`src/rtl/qau_pkg.sv`:
```
package qau_pkg;

    localparam int COMP_WIDTH_DEF = 32;
    localparam int FRAC_BITS_DEF  = 16;

    typedef enum logic [2:0] {
        K_ADD   = 3'd0,
        K_SUB   = 3'd1,
        K_MUL   = 3'd2,
        K_DIV   = 3'd3,
        K_CONJ  = 3'd4,
        K_SCALE = 3'd5
    } t_kind;

    typedef enum logic [1:0] {
        ST_OK   = 2'd0,
        ST_DIVZ = 2'd1,
        ST_OVF  = 2'd2
    } t_status;

    typedef struct packed {
        logic       valid;
        logic       is_div;
        logic       div_zero;
        logic [3:0] neg;
        logic [3:0] dovf;
    } t_ctl;

endpackage

```
`src/rtl/qau_div_step.sv`:
```
module qau_div_step #(
    parameter int CW = 32,
    localparam int VW = 2 * CW + 3,
    localparam int RW = 2 * CW + 2
) (
    input  logic                   i_clk,
    input  logic                   i_rst_n,
    input  logic                   i_adv,
    input  qau_pkg::t_ctl          i_ctl,
    input  logic [3:0][VW-1:0]     i_v,
    input  logic [3:0][RW-1:0]     i_r,
    input  logic [3:0][CW-1:0]     i_x,
    input  logic [RW-1:0]          i_d,
    output qau_pkg::t_ctl          o_ctl,
    output logic [3:0][VW-1:0]     o_v,
    output logic [3:0][RW-1:0]     o_r,
    output logic [3:0][CW-1:0]     o_x,
    output logic [RW-1:0]          o_d
);
    import qau_pkg::*;

    logic [RW:0]        tr  [4];
    logic [RW:0]        sub [4];
    logic [3:0]         qb;
    logic [3:0][RW-1:0] n_r;
    logic [3:0][CW-1:0] n_x;

    t_ctl               r_ctl;
    logic [3:0][VW-1:0] r_v;
    logic [3:0][RW-1:0] r_r;
    logic [3:0][CW-1:0] r_x;
    logic [RW-1:0]      r_d;

    always_comb begin
        for (int c = 0; c < 4; c++) begin
            tr[c]  = {i_r[c], i_x[c][CW-1]};
            sub[c] = tr[c] - {1'b0, i_d};
            qb[c]  = tr[c] >= {1'b0, i_d};
            n_r[c] = qb[c] ? sub[c][RW-1:0] : tr[c][RW-1:0];
            n_x[c] = {i_x[c][CW-2:0], qb[c]};
        end
    end

    always_ff @(posedge i_clk) begin
        if (!i_rst_n) begin
            r_ctl <= '0;
        end else if (i_adv) begin
            r_ctl <= i_ctl;
        end
        if (i_adv) begin
            r_v <= i_v;
            r_r <= n_r;
            r_x <= n_x;
            r_d <= i_d;
        end
    end

    assign o_ctl = r_ctl;
    assign o_v   = r_v;
    assign o_r   = r_r;
    assign o_x   = r_x;
    assign o_d   = r_d;

endmodule

```
`config.mk`:
```
export PLATFORM = sky130hd
export DESIGN_NAME = qau_div_step
export DESIGN_NICKNAME = d
export VERILOG_FILES = /design/src/rtl/qau_pkg.sv /design/src/rtl/qau_div_step.sv
export SDC_FILE = /design/constraint.sdc
export NUM_CORES = 1
export LEC_CHECK = 0
export BUFFER_PORTS_ARGS = -buffer_cell sky130_fd_sc_hd__buf_2
export CAP_MARGIN = 30
export CORE_AREA = 2 2 581 583
export CTS_BUF_LIST = sky130_fd_sc_hd__clkbuf_4 sky130_fd_sc_hd__clkbuf_8 sky130_fd_sc_hd__clkbuf_16
export CTS_CLUSTER_DIAMETER = 60
export CTS_CLUSTER_SIZE = 25
export DETAILED_ROUTE_END_ITERATION = 8
export DIE_AREA = 0 0 583 585
export PLACE_DENSITY = 0.31
export SLEW_MARGIN = 40
export SYNTH_ARGS = -nofsm -noshare
export SYNTH_HDL_FRONTEND = slang
export SYNTH_SLANG_ARGS = --single-unit
```
`constraint.sdc`:
```
create_clock -name i_clk -period 4.6 [get_ports i_clk]
set_input_delay 0.92 -clock i_clk [delete_from_list [all_inputs] [get_ports i_clk]]
set_output_delay 0.92 -clock i_clk [all_outputs]
set_load 0.01 [all_outputs]
```
# After elaboration in Yosys (flattened, before gate mapping)
# Index checks and enable logic that the tools add are counted.
[word_totals]
elab_cells = 30
reg_bits = 737
out_inout_bits = 737
input_bits = 740
[classes]
n_mux = 4
magnitude_cmp = 4
n_addsub = 4
[ops]
columns = ["op", "n"]
rows = [
  ["$ge A67 B66 Y1", 4],
  ["$mux W66", 4],
  ["$sub A66 B66 Y66", 4],
]

# Depth between registers and ports, before layout
[logic_depth]
word_depth = 2
mapped_depth = 17
ltp_nobuf = 15

# Least setup slack after synthesis
# Ideal clock, no wire load.
[synth_path]
path_type = "input -> register"
startpoint = "input i_x[31] (netlist bit)"
endpoint = "register r_r (netlist bit o_r[54]) (data pin)"
required_time_ps = 4340
stages = 15
setup_time_ps = 260
slack_ps = 376
path_buffers = 0
t_arrival_ps = 3964
path_cell_list = "inv_1 ha_1 inv_1 fa_1 a21o_1 a221oi_4 o311ai_2 and3_1 a311oi_2 a311oi_2 a311o_1 a21oi_2 o21ai_1 xor2_1 mux2_2"
[synth_rtl]
columns = ["item", "line_no", "rtl"]
rows = [
  ["from (decl)", "qau_div_step.sv:12", "input logic [3:0][CW-1:0] i_x,"],
  ["to (signal assigned)", "qau_div_step.sv:52", "r_r <= n_r;"],
  ["to (decl)", "qau_div_step.sv:30", "logic [3:0][RW-1:0] r_r;"],
]

==> out/results.tsv <==
metric	value	unit
multi_input_area	18000	sq um
cp-startpoint	i_d[7]	
crit_fanout	61	
setup_ws	0.221	ns
firstDrtPassIters	5	
ios	1477	
grt_pass1_vias	41551	
powerDensity	383	nW/um^2
synth_nets	4659	
drv_cap	0	
swShare	34.2	%
wl_per_cell	30.4	um
reg2regPathDepth	2	
grt_usage	18.1	%
place_ws	-1.04	ns
htree_levels	3	
cts_buffers	121	
path_clk_slew	0.08	ns
ys_types	92	
worstSetupPathType	in2reg	
ant_nets	0	
rsz0062_at_grt	false	
die_width	583	um
fmaxAchievable	0.228	GHz
place_congestion	0.948	
slew_headroom	42.1	%
routed_via_density	3.85	
end_kind	flop	
ys.warnings.count	0	
synth_ff_type	edfxtp_1	
die_h	585	um
grt_pass1_wl	410000	um
finalSetupViolCount	0	
seq_area_frac_synth	53.5	%
netlist_area	41200	sq um
drc	0	
ys_seq_elements	737	
required	5.22	ns
dr_total_vias	40841	
hold_buffers	0	
cpPeakStageDelay	0.57	ns
finalCritPeriodShare	95.2	%
routed_wl	323000	um
seqPwrFrac	34.5	%
port_buffers	1476	
synthArstFlopShare	0	%
hold-worst-slack	0.168	ns
synth-edff-count	726	
min_path_type	in2reg	
cts_setup_buffers	0	
p_total	0.0252	W
p_switching	0.00863	W
fin_skew	0	ns
slowest_stage	a31oi_1	
postSynthAreaPerCell	11.3	sq um
numClockSinks	737	
seqCellArea	22000	sq um
vdd_ir_drop_max	321	uV
clk-insertion-delay-late	0.81	ns
leakagePower	28.5	nW
r2r_start	o_ctl[9]	
start_util	12.3	%
cts_tree	yes	
num-fill-cells	37227	
period_minus_slack	4.38	ns
path_cells	buf_2 -> inv_1 -> buf_12 -> ha_1 -> buf_4 -> nand3_1 -> or3_1 -> a31oi_1 -> o211a_1 -> nor2_1 -> o2111a_1 -> nor4_1 -> nor3b_2 -> buf_12 -> buf_4 -> o21ai_0	
start_kind	input port	
critical_path_arrival	5.00	ns
p_clk_share	38.4	%
rrSetupSlack	4.00	ns
slew_violations	0	
drtIter0Drc	2266	
root_buffer	clkbuf_16	
postSynthCellCount	3651	
antenna_found_initial	185	
dp_hpwl	285000	um
drive_gt1_share	45.3	%
dieArea	341000	sq um
worst_slew_pin_slew	0.862	ns
internal_power	0.0166	W
endpoint	o_r[204]	
rr_endpoint	o_ctl[9]	
area_delta_synth_final	59.7	%
placementRows	213	
hold_violations	0	
finalNetCount	7053	
outcome	completed	
core	335000	sq um
fin_util	19.6	%
clockBufferDepth	4	
combPwrFrac	27.1	%
grt_max_degree	91	
grt_overflow	0	
[power groups by stage]
stage | sequential, W | combinational, W | clock [W]
after floorplan | 0.00901 | 0.00236 | 0
after global placement | 0.00887 | 0.00700 | 0
after detailed placement | 0.00883 | 0.00696 | 0
after CTS | 0.00873 | 0.00701 | 0.0100
after global routing | 0.00877 | 0.00735 | 0.0103
final | 0.00871 | 0.00683 | 0.00967
[placed cells by master, fill, tap and decap left out, types with 23 or more instances in the layout]
master and count:
buf_2 1475, buf_4 866, edfxtp_1 726, a21oi_1 364, nand2_1 335, ha_1 263
o21ai_0 250, nor2_1 199, a21o_1 172, inv_1 164, xnor2_1 146, clkbuf_16 122
xor2_1 97, mux2_2 86, nand4_1 81, o21bai_1 73, buf_12 68, diode_2 62
nand3_1 51, nor3_1 44, nor2b_1 38, inv_6 29, a31oi_1 25, a211oi_1 23
[layout make-up]
| type | instances | area share [%] |
|---|---|---|
| Antenna cell | 62 | 0.236 |
| Multi-Input combinational cell | 2610 | 27.3 |
| Sequential cell | 737 | 33.5 |
| Tap cell | 4407 | 8.38 |
| Inverter | 164 | 0.936 |
| Timing Repair Buffer | 2411 | 23.2 |
| Clock buffer | 130 | 4.73 |
| Clock inverter | 95 | 1.65 |
[per-stage QoR]
step / instances / setup TNS (ns) / cell area [sq um]
after floorplan: 3651 / 0 / 41200
after global placement: 10328 / -142.46 / 61300
after detailed placement: 10329 / -126.45 / 61400
after CTS: 10554 / 0 / 65600
after global routing: 10564 / 0 / 65600
final: 10616 / 0 / 65800
[Yosys cell counts (9+ instances only)]
cell type	instances	area share, %
o21ai_0	250	3.0
a2111oi_0	9	0.19
or3_1	19	0.29
xor2_1	97	2.1
nand3_1	51	0.62
and3_1	22	0.33
and2_1	17	0.26
mux2i_1	17	0.41
clkbuf_1	93	0.85
and4_1	10	0.21
nor4_1	19	0.29
xnor2_1	146	3.1
o211ai_1	10	0.18
a221oi_1	10	0.21
a21oi_1	364	4.4
o31ai_1	21	0.38
o21a_1	16	0.29
nor3_1	44	0.53
nand2b_1	18	0.27
a21boi_0	16	0.29
a21o_1	173	3.2
a211oi_1	25	0.46
nor2b_1	38	0.58
nor2_1	200	1.8
inv_1	164	1.5
nand2_1	335	3.1
a31o_2	9	0.19
o21ai_1	11	0.13
buf_2	26	0.32
ha_1	264	8.0
edfxtp_1	726	53
a31oi_1	25	0.38
o21bai_1	73	1.3
or2_2	9	0.14
nand4_1	81	1.2
mux2_2	86	2.4
dfxtp_1	11	0.53
[cells by family (layout without fill, tap and decap cells)]
logic type	after synthesis	in the layout	share of synthesized area, %
compound gates	1103	1103	17.0
simple gates	884	884	10.0
flops	737	737	53.5
buf+inv	304	2800	3.09
fa+ha+maj	268	268	8.22
xor+xnor	243	243	5.17
mux	112	112	3.02
other cells	0	62	0
[how the worst min path moves through the flow]
stage,from,end,slack (ns),depth (start not counted)
detailed placement,o_ctl[0],o_ctl[0],0.50,2
CTS,i_v[180],o_v[180],0.06,1
floorplan,o_ctl[3],o_ctl[3],0.54,2
global route,i_v[19],o_v[19],0.1,1
finish,i_v[145],o_v[145],0.17,1
global placement,o_ctl[6],o_ctl[6],0.50,2
[critical path, delay by kind of cell]
kind / cells / cell delay [ns]
and+or+nand+nor: 5 / 1.00
adders and majority gates: 1 / 0.31
buffers and inverters: 6 / 0.98
AOI/OAI and AO/OA: 4 / 1.61
[repair_timing]
item,CTS,global route
setup endpoints to repair,3,5
pin swaps,0,1
gates resized for setup,1,3
[registers in the layout (all words and copies together) (netlist names)]
register	cells
o_x	128
o_ctl	11
o_r	264
o_v	268
o_d	66
[layer usage]
metal  vias up  global-route usage [%]  share of wire, %
li1      18679                       -                 -
met1     20018                    20.3                38
met2      1604                    32.4                50
met3       434                    5.57               7.6
met4       106                    6.35               3.9
met5         -                       0              0.22
Note: power is estimated with default switching activity, not from simulation.
